<file path="src/hdl/robin_hood_hash_table_assert.svh">
// Assertion macros for the robin hood hash table.
// Included by modules that check their own sequencing.
`ifndef ROBIN_HOOD_HASH_TABLE_ASSERT_SVH
`define ROBIN_HOOD_HASH_TABLE_ASSERT_SVH

// implication checked on every clock, off during reset
`define RH_ASSERT_IMP(label, clk, rst_n, ante, cons, msg) \
    label: assert property (@(posedge clk) disable iff (!rst_n) (ante) |-> (cons)) \
        else $error(msg);

// next-cycle implication
`define RH_ASSERT_NEXT(label, clk, rst_n, ante, cons, msg) \
    label: assert property (@(posedge clk) disable iff (!rst_n) (ante) |=> (cons)) \
        else $error(msg);

`endif

</file>
<file path="src/hdl/rhht_pkg.sv">
// Package for the robin hood hash table: sizes, codes and sequencer states.
// No dependencies.
`timescale 1ns / 1ps
package rhht_pkg;
    localparam int SLOTS      = 1024;
    localparam int IDX_W      = $clog2(SLOTS);
    localparam int CNT_W      = 11;
    localparam int KEY_W      = 32;
    localparam int VAL_W      = 32;

    localparam logic [1:0] ACT_INSERT = 2'd0;
    localparam logic [1:0] ACT_LOOKUP = 2'd1;
    localparam logic [1:0] ACT_REMOVE = 2'd2;
    localparam logic [1:0] ACT_NONE   = 2'd3;

    localparam logic [1:0] ST_OK      = 2'd0;
    localparam logic [1:0] ST_BAD_KEY = 2'd1;
    localparam logic [1:0] ST_FULL    = 2'd2;

    typedef enum logic [3:0] {
        S_CLEAR,
        S_IDLE,
        S_FIND_RD,
        S_FIND_CHK,
        S_PLACE_RD,
        S_PLACE_CHK,
        S_SHIFT_RD,
        S_SHIFT_CHK,
        S_DONE
    } state_t;

    typedef struct packed {
        logic             valid;
        logic [KEY_W-1:0] key;
        logic [VAL_W-1:0] value;
        logic [IDX_W-1:0] span;
    } slot_t;

    typedef struct packed {
        logic             we;
        logic [IDX_W-1:0] waddr;
        slot_t            wdata;
    } slot_wr_t;
endpackage

</file>
<file path="src/hdl/rhht_seq.sv">
// Probe sequencer: walks slots one per read/check pair for find, Robin Hood
// placement and backward-shift delete. Uses rhht_pkg and the assert header.
`timescale 1ns / 1ps
`include "robin_hood_hash_table_assert.svh"
module rhht_seq (
    input  logic                         clk,
    input  logic                         rst_n,
    input  logic                         start,
    input  logic [1:0]                   action,
    input  logic [rhht_pkg::KEY_W-1:0]   key,
    input  logic [rhht_pkg::VAL_W-1:0]   value,
    input  logic [rhht_pkg::CNT_W-1:0]   max_entries,
    input  rhht_pkg::slot_t              rdata,
    output logic [rhht_pkg::IDX_W-1:0]   raddr,
    output rhht_pkg::slot_wr_t           wr,
    output logic                         busy,
    output logic                         done,
    output logic                         found,
    output logic [rhht_pkg::VAL_W-1:0]   data_out,
    output logic [1:0]                   status,
    output logic [rhht_pkg::CNT_W-1:0]   entry_count
);
    import rhht_pkg::*;

    state_t            state_reg, state_next;
    logic [1:0]        act_reg, act_next;
    logic [KEY_W-1:0]  key_reg, key_next;
    logic [VAL_W-1:0]  val_reg, val_next;
    logic [IDX_W-1:0]  pos_reg, pos_next;
    logic [IDX_W-1:0]  span_reg, span_next;
    logic [IDX_W:0]    steps_reg, steps_next;
    logic [CNT_W-1:0]  count_reg, count_next;
    logic [IDX_W-1:0]  longest_reg, longest_next;
    logic              found_reg, found_next;
    logic [VAL_W-1:0]  data_reg, data_next;
    logic [1:0]        status_reg, status_next;
    logic [IDX_W-1:0]  pos_inc;
    logic              at_limit;
    logic              hit;
    logic              shift_stop;

    assign pos_inc    = pos_reg + IDX_W'(1);
    assign at_limit   = (count_reg >= max_entries) || (count_reg >= CNT_W'(SLOTS));
    assign hit        = rdata.valid && (rdata.key == key_reg);
    assign shift_stop = !rdata.valid || rdata.span == '0 ||
                        steps_reg == (IDX_W+1)'(SLOTS - 1);

    always_ff @(posedge clk or negedge rst_n)
    begin
        if (!rst_n)
        begin
            state_reg   <= S_CLEAR;
            pos_reg     <= '0;
            count_reg   <= '0;
            longest_reg <= '0;
        end
        else
        begin
            state_reg   <= state_next;
            pos_reg     <= pos_next;
            count_reg   <= count_next;
            longest_reg <= longest_next;
        end
    end

    always_ff @(posedge clk)
    begin
        act_reg    <= act_next;
        key_reg    <= key_next;
        val_reg    <= val_next;
        span_reg   <= span_next;
        steps_reg  <= steps_next;
        found_reg  <= found_next;
        data_reg   <= data_next;
        status_reg <= status_next;
    end

    // next state
    always_comb
    begin
        state_next = state_reg;
        case (state_reg)
            S_CLEAR:
            begin
                if (pos_reg == IDX_W'(SLOTS - 1))
                    state_next = S_IDLE;
            end
            S_IDLE:
            begin
                if (start)
                begin
                    if (action == ACT_NONE || key == '0)
                        state_next = S_DONE;
                    else
                        state_next = S_FIND_RD;
                end
            end
            S_FIND_RD:   state_next = S_FIND_CHK;
            S_FIND_CHK:
            begin
                if (hit)
                begin
                    state_next = (act_reg == ACT_REMOVE) ? S_SHIFT_RD : S_DONE;
                end
                else if (!rdata.valid || steps_reg == (IDX_W+1)'(SLOTS - 1))
                begin
                    if (act_reg == ACT_INSERT && !at_limit)
                        state_next = S_PLACE_RD;
                    else
                        state_next = S_DONE;
                end
                else
                begin
                    state_next = S_FIND_RD;
                end
            end
            S_PLACE_RD:  state_next = S_PLACE_CHK;
            S_PLACE_CHK:
            begin
                if (!rdata.valid || steps_reg == (IDX_W+1)'(SLOTS - 1))
                    state_next = S_DONE;
                else
                    state_next = S_PLACE_RD;
            end
            S_SHIFT_RD:  state_next = S_SHIFT_CHK;
            S_SHIFT_CHK:
            begin
                if (shift_stop)
                    state_next = S_DONE;
                else
                    state_next = S_SHIFT_RD;
            end
            S_DONE:      state_next = S_IDLE;
            default:     state_next = S_IDLE;
        endcase
    end

    // datapath and outputs
    always_comb
    begin
        act_next     = act_reg;
        key_next     = key_reg;
        val_next     = val_reg;
        pos_next     = pos_reg;
        span_next    = span_reg;
        steps_next   = steps_reg;
        count_next   = count_reg;
        longest_next = longest_reg;
        found_next   = found_reg;
        data_next    = data_reg;
        status_next  = status_reg;
        raddr        = pos_reg;
        wr           = '0;
        case (state_reg)
            S_CLEAR:
            begin
                wr.we    = 1'b1;
                wr.waddr = pos_reg;
                pos_next = pos_inc;
            end
            S_IDLE:
            begin
                if (start)
                begin
                    act_next    = action;
                    key_next    = key;
                    val_next    = value;
                    pos_next    = key[IDX_W-1:0];
                    span_next   = '0;
                    steps_next  = '0;
                    found_next  = 1'b0;
                    data_next   = '0;
                    status_next = (action != ACT_NONE && key == '0) ? ST_BAD_KEY : ST_OK;
                end
            end
            S_FIND_RD:
            begin
                raddr = pos_reg;
            end
            S_FIND_CHK:
            begin
                if (hit)
                begin
                    found_next = 1'b1;
                    if (act_reg == ACT_INSERT)
                    begin
                        wr.we    = 1'b1;
                        wr.waddr = pos_reg;
                        wr.wdata = rdata;
                        wr.wdata.value = val_reg;
                        if (rdata.span > longest_reg)
                            longest_next = rdata.span;
                    end
                    else if (act_reg == ACT_LOOKUP)
                    begin
                        data_next = rdata.value;
                    end
                    else
                    begin
                        steps_next = '0;
                        span_next  = '0;
                        pos_next   = pos_reg;
                        val_next   = '0;
                    end
                end
                else if (!rdata.valid || steps_reg == (IDX_W+1)'(SLOTS - 1))
                begin
                    if (act_reg == ACT_INSERT)
                    begin
                        if (at_limit)
                            status_next = ST_FULL;
                        pos_next   = key_reg[IDX_W-1:0];
                        span_next  = '0;
                        steps_next = '0;
                    end
                end
                else
                begin
                    pos_next   = pos_inc;
                    steps_next = steps_reg + 1'b1;
                end
            end
            S_PLACE_RD:
            begin
                raddr = pos_reg;
            end
            S_PLACE_CHK:
            begin
                if (!rdata.valid)
                begin
                    wr.we          = 1'b1;
                    wr.waddr       = pos_reg;
                    wr.wdata.valid = 1'b1;
                    wr.wdata.key   = key_reg;
                    wr.wdata.value = val_reg;
                    wr.wdata.span  = span_reg;
                    if (span_reg > longest_reg)
                        longest_next = span_reg;
                    count_next = count_reg + 1'b1;
                end
                else
                begin
                    if (rdata.span < span_reg)
                    begin
                        wr.we          = 1'b1;
                        wr.waddr       = pos_reg;
                        wr.wdata.valid = 1'b1;
                        wr.wdata.key   = key_reg;
                        wr.wdata.value = val_reg;
                        wr.wdata.span  = span_reg;
                        if (span_reg > longest_reg)
                            longest_next = span_reg;
                        key_next  = rdata.key;
                        val_next  = rdata.value;
                        span_next = rdata.span + IDX_W'(1);
                    end
                    else
                    begin
                        span_next = span_reg + IDX_W'(1);
                    end
                    pos_next   = pos_inc;
                    steps_next = steps_reg + 1'b1;
                end
            end
            S_SHIFT_RD:
            begin
                raddr = pos_inc;
            end
            S_SHIFT_CHK:
            begin
                wr.we    = 1'b1;
                wr.waddr = pos_reg;
                if (shift_stop)
                begin
                    // vacate the last slot of the run
                    if (count_reg != '0)
                        count_next = count_reg - 1'b1;
                end
                else
                begin
                    wr.wdata.valid = 1'b1;
                    wr.wdata.key   = rdata.key;
                    wr.wdata.value = rdata.value;
                    wr.wdata.span  = rdata.span - IDX_W'(1);
                    pos_next       = pos_inc;
                    steps_next     = steps_reg + 1'b1;
                end
            end
            default:
            begin
            end
        endcase
    end

    always_comb
    begin
        busy        = (state_reg != S_IDLE);
        done        = (state_reg == S_DONE);
        found       = found_reg;
        data_out    = data_reg;
        status      = status_reg;
        entry_count = count_reg;
    end

    `RH_ASSERT_NEXT(a_start_busy, clk, rst_n, start && !busy, busy, "start did not raise busy")
    `RH_ASSERT_NEXT(a_done_idle, clk, rst_n, done, !busy, "done not followed by idle")
    `RH_ASSERT_IMP(a_count_max, clk, rst_n, 1'b1, count_reg <= CNT_W'(SLOTS), "count above slots")
    `RH_ASSERT_NEXT(a_count_step, clk, rst_n, !done && state_reg != S_PLACE_CHK && state_reg != S_SHIFT_CHK, $stable(count_reg), "count changed outside an update")
endmodule

</file>
<file path="config.mk">
export PLATFORM = sky130hd
export DESIGN_NAME = rhht_seq
export DESIGN_NICKNAME = d
export VERILOG_FILES = /design/src/hdl/rhht_pkg.sv /design/src/hdl/rhht_seq.sv
export VERILOG_INCLUDE_DIRS = /design/src /design/src/hdl
export SDC_FILE = /design/constraint.sdc
export NUM_CORES = 1
export LEC_CHECK = 0
export ABC_AREA = 1
export BUFFER_PORTS_ARGS = -buffer_cell sky130_fd_sc_hd__buf_2
export CAP_MARGIN = 5
export CORE_UTILIZATION = 40
export CTS_CLUSTER_DIAMETER = 40
export DETAILED_ROUTE_END_ITERATION = 8
export PLACE_DENSITY = 0.69
export SKIP_CTS_REPAIR_TIMING = 1
export SLEW_MARGIN = 20
export SYNTH_ARGS = -nofsm -noshare
export SYNTH_HDL_FRONTEND = slang
export SYNTH_SLANG_ARGS = --single-unit
</file>
<file path="constraint.sdc">
create_clock -name clk -period 3.8 [get_ports clk]
set_input_delay 1.14 -clock clk [delete_from_list [all_inputs] [get_ports clk]]
set_output_delay 1.14 -clock clk [all_outputs]
set_load 0.02 [all_outputs]
</file>
# After elaboration in Yosys (flattened, before gate mapping)
# Cells that the tools add are included.
# word_totals
romBits	0
mem_bits_rw	0
regBits	147
latch_bits	0
n_memories	0
# classes
n_div	0
muxes	73
bitwise	0
mul	0
n_shift	0
eq_ne	38
n_reduce_logical	33
order_cmp	3
n_addsub	7
# op_table
operator	n
32-bit two-way mux	13
86-bit two-way mux	4
75-bit case mux with 3 select lines	1
10-bit two-way mux	15
32-bit case mux with 2 select lines	2
11-bit two-way mux	11
32-bit case mux with 3 select lines	1
75-bit two-way mux	1
10-bit case mux with 5 select lines	1
11-bit case mux with 4 select lines	1
4-bit two-way mux	9
2-bit inequality test, second input constant	17
11-bit case mux with 3 select lines	1
32-bit equality test	1
32-bit zero test	1
4-bit case mux with 8 select lines	1
10-bit by 1-bit adder with 10-bit output, second input constant	3
10-bit case mux with 3 select lines	1
11-bit by 1-bit adder with 11-bit output, second input constant	2
11-bit case mux with 2 select lines	1
7-bit AND reduction	3
4-bit by 3-bit equality test with 1-bit output, second input constant	4
3-bit inequality test, second input constant	5
6-bit AND reduction	2
34 further kinds	53

# Depth between registers and ports, before layout
# logic_depth
ltp_word	8
depth_mapped	18
ltp_nobuf	18

# Worst setup path before layout
# No wires, ideal clock.
# synth_timing
path_kind	input to register
startpoint	input port rdata[73] (netlist bit)
endpoint	register data_reg[0], in the netlist data_out[0] (enable)
path_slack_ns	-0.777
setup_ns	0.461
t_arrival_ns	4.116
required_time_ns	3.339
n_path_buf	0
stages	12
path_cell_list	inv_1 nor2_1 nor2_1 nand2_1 nor2_1 and2_1 nand2_1 nor2_1 nand2_1 inv_1 nor2_1 nor3_1
# synth_between
elab_chain_cells	4
# synth_rtl
item	line_no	rtl
from (decl)	rhht_seq.sv:13	input rhht_pkg::slot_t rdata,
32-bit equality test	rhht_seq.sv:44	assign hit = rdata.valid && (rdata.key == key_reg);
1-bit logical AND	rhht_seq.sv:44	
2-bit inequality test (no line)	--	
5-bit AND reduction (no line)	--	
to (signal assigned)	rhht_seq.sv:74	data_reg <= data_next;
to (decl)	rhht_seq.sv:35	logic [VAL_W-1:0] data_reg, data_next;
# Every way passes these cells.
# A chain may end at the register's enable or synchronous reset.

==> flow_summary.yaml <==
outcome:
  outcome: "finished, violations left"
  violations: "negative setup slack"
worst_setup_path:
  cpPeakStageDelay_ps: 190
  crit_buf_inv: 5
  cp.required_ps: 2660
  cp_max_fo: 7
  cp_top_family: "simple AND/OR/NAND/NOR gates"
  end_kind: "output port"
  critical_path_class: "in2out"
  cp.arrival_ps: 2960
  cpMostUsedCell: "buf_12"
  critPathLaunchType: "primary input"
  cp_slowest_cell: "xnor2_2"
  crit_path_cell_trace: "buf_2 > xnor2_2 > nand3_1 > nor2_2 > nand2_2 > nor2_4 > nand3_4 > nor2_4 > buf_12 > buf_12 > buf_12 > nand2_1 > o211ai_1 > buf_4"
final_layout:
  drive_gt1_share_pct: 35.8
  regArea_um2: 4290
  layout_commonest_cell: "nand2_1"
  nets: 1948
  multiInputGateArea_um2: 5870
  syn_to_final_growth_pct: 46.3
  mostFrequentLayoutCells: "nand2_1 (301), buf_2 (206), inv_1 (185), buf_4 (133), edfxtp_1 (122)"
  fillCellCount: 2245
die:
  fp.dieW_um: 163
  placementRows: 58
  die-area_um2: 26500
  core_um2: 25300
  die_h_um: 163
  start_util_pct: 40.9
  ios: 299
worst_hold_path:
  hp-class: "reg2reg"
logic_synthesis:
  synthDistinctLibCells: 46
  synthTopCellsByArea: "edfxtp_1 (35%), nand2_1 (12%), o21ai_0 (8.3%)"
  synth_simple_gate_area_share_pct: 25.6
  yosys_register_bits: 147
  synth_xor_area_share_pct: 3.22
  synth-seq-area-share_pct: 41.5
  yosysWarningCount: 0
  synthMuxAreaShare_pct: 0
  synth-edff-count: 122
  syn-mean-instance-area_um2: 7.46
  ys.flop_type: "edfxtp_1"
  synth_top_cell_by_area: "edfxtp_1"
  synth_top_family_by_area: "simple AND/OR/NAND/NOR gates"
  syn_nets: 1573
  synth-async-reset-ratio_pct: 17.0
  synth_top_area_share_pct: 35.5
  synthCells: 1384
  synth_compound_area_share_pct: 15.2
  synth_fa_ha_area_share_pct: 4.19
  syn-cell-area_um2: 10300
timing:
  fin_setup_tns_ps: -17900
  min_period_ps: 4100
  whs_ps: 485
  fmax_ghz: 0.244
  tightest_slew_ps: 660
  fin_worst_skew_ps: 18.5
  max_slew_margin_pct: 55.4
  setup_violations: 86
  worst_slack_ps: -299
  period_share_pct: 108
  rsz0062_at_grt: "true"
  hold_viol: 0
  final_max_slew_viol_count: 0
clocking:
  cts_num_sinks: 147
  path_clk_slew_ps: 60
  cts_root_buffer: "clkbuf_16"
  cts_buffer_depth: 2
  cts_tree: "yes"
  htree_levels: 4
  cts_buffers: 17
  insertion_delay_ps: 430
placement:
  dp_hpwl_um: 26200
  io_buffers: 298
  globalplace.congestion: 0.897
  dp_slack_ps: -401
route:
  drc_errors: 0
  ant_nets: 0
  wirelength_um: 36900
  viasPerCell: 5.27
  routed-via-count: 11100
  dr.first_iter.drc_count: 1125
  wire_per_inst_um: 17.5
  first_pass_iters: 5
grt:
  antenna_found_initial: 3
  grt_start_max_net_pins: 61
  groute.usage.overall_pct: 25.4
  grt_overflow_total: 0
  grt_pass1_wl_um: 52200
  grt_pass1_vias: 9867
run:
  cap_violations: 0
pwr:
  powerDensity_nw_per_um2: 644
  power_mw: 9.72
  p_leak_nw: 7.07
  vdd_drop_max_mv: 0.388
-- worst register-to-register path, cell delays in order (launching register included) --
cell and delay (ps):
dfrtp_1 380, inv_1 90, nor2_2 160, nand2_1 320, nor2_4 220, buf_4 240, ha_1 310, a21oi_1 180
o21ai_0 130, a21oi_1 220, nor2_1 80, nor2_1 120, xor2_1 150, o21ai_0 90
-- routing by layer --
layer	wire length, µm	share of wire, %	vias to the layer above	global-route usage [%]
met2	17400	47	519	39.8
met3	2670	7.2	46	3.64
met5	0	0	-	0
met4	809	2.2	0	8.07
met1	16000	43	5172	36.1
li1	-	-	5363	-
-- report_power, final --
part	leakage, nW	internal (mW)	switching [mW]
logic	5.33	1.70	3.10
registers	1.47	2.76	0.481
clock network	0.273	0.923	0.753
-- metrics by stage --
stage,cells,instance area (µm²),util [%]
after CTS,2076,13600,53.9
after global routing,2105,15100,59.8
after global placement,2044,13000,51.6
final,2107,15100,59.8
after floorplan,1384,10600,-
after detailed placement,2044,13000,51.6
-- cells by family (layout without fill, tap and decap cells) --
family | count (synthesis) | count (layout)
adders and majority gates | 34 | 34
other | 0 | 5
and+or+nand+nor | 608 | 608
buffers and inverters | 259 | 647
AOI/OAI and AO/OA | 298 | 298
xor gates and xnor gates | 38 | 38
DFF | 147 | 147
-- path summary, 6_finish.rpt --
path                                           from                          to  slack (ps)  depth (start not counted)
max reg2reg                state_reg[0]$_DFFE_PN0P_  entry_count[8]$_DFFE_PN0P_         970                         13
min                          pos_reg[8]$_DFFE_PN0P_      pos_reg[8]$_DFFE_PN0P_         480                          2
max                                       rdata[54]                       wr[4]        -300                         14
min in group asynchronous                     rst_n  entry_count[0]$_DFFE_PN0P_         720                          1
min reg2reg                  pos_reg[8]$_DFFE_PN0P_      pos_reg[8]$_DFFE_PN0P_         480                          2
max in group asynchronous                     rst_n    state_reg[2]$_DFFE_PN0P_        2680                          1
-- cell usage after synthesis (7+ instances only) --
library cell,instances
o211ai_1,15
nor3_1,20
dfrtp_1,25
edfxtp_1,122
nand2_1,329
nand4_1,41
nor2_1,134
nor2_2,7
a21oi_1,52
clkbuf_1,21
inv_1,196
buf_6,7
buf_1,7
xor2_1,23
xnor2_1,15
o21ai_0,171
nand3_1,47
o21ai_1,45
buf_2,16
ha_1,33
-- layout make-up --
type,count,area share (%)
inverter,202,5.06
multi-input combinational,978,38.9
antenna,5,0.0828
timing repair buffer,413,21.1
sequential,147,28.4
clock buffer,18,2.84
clock inverter,14,0.936
tap,330,2.73
(Power assumes the default switching activity.)
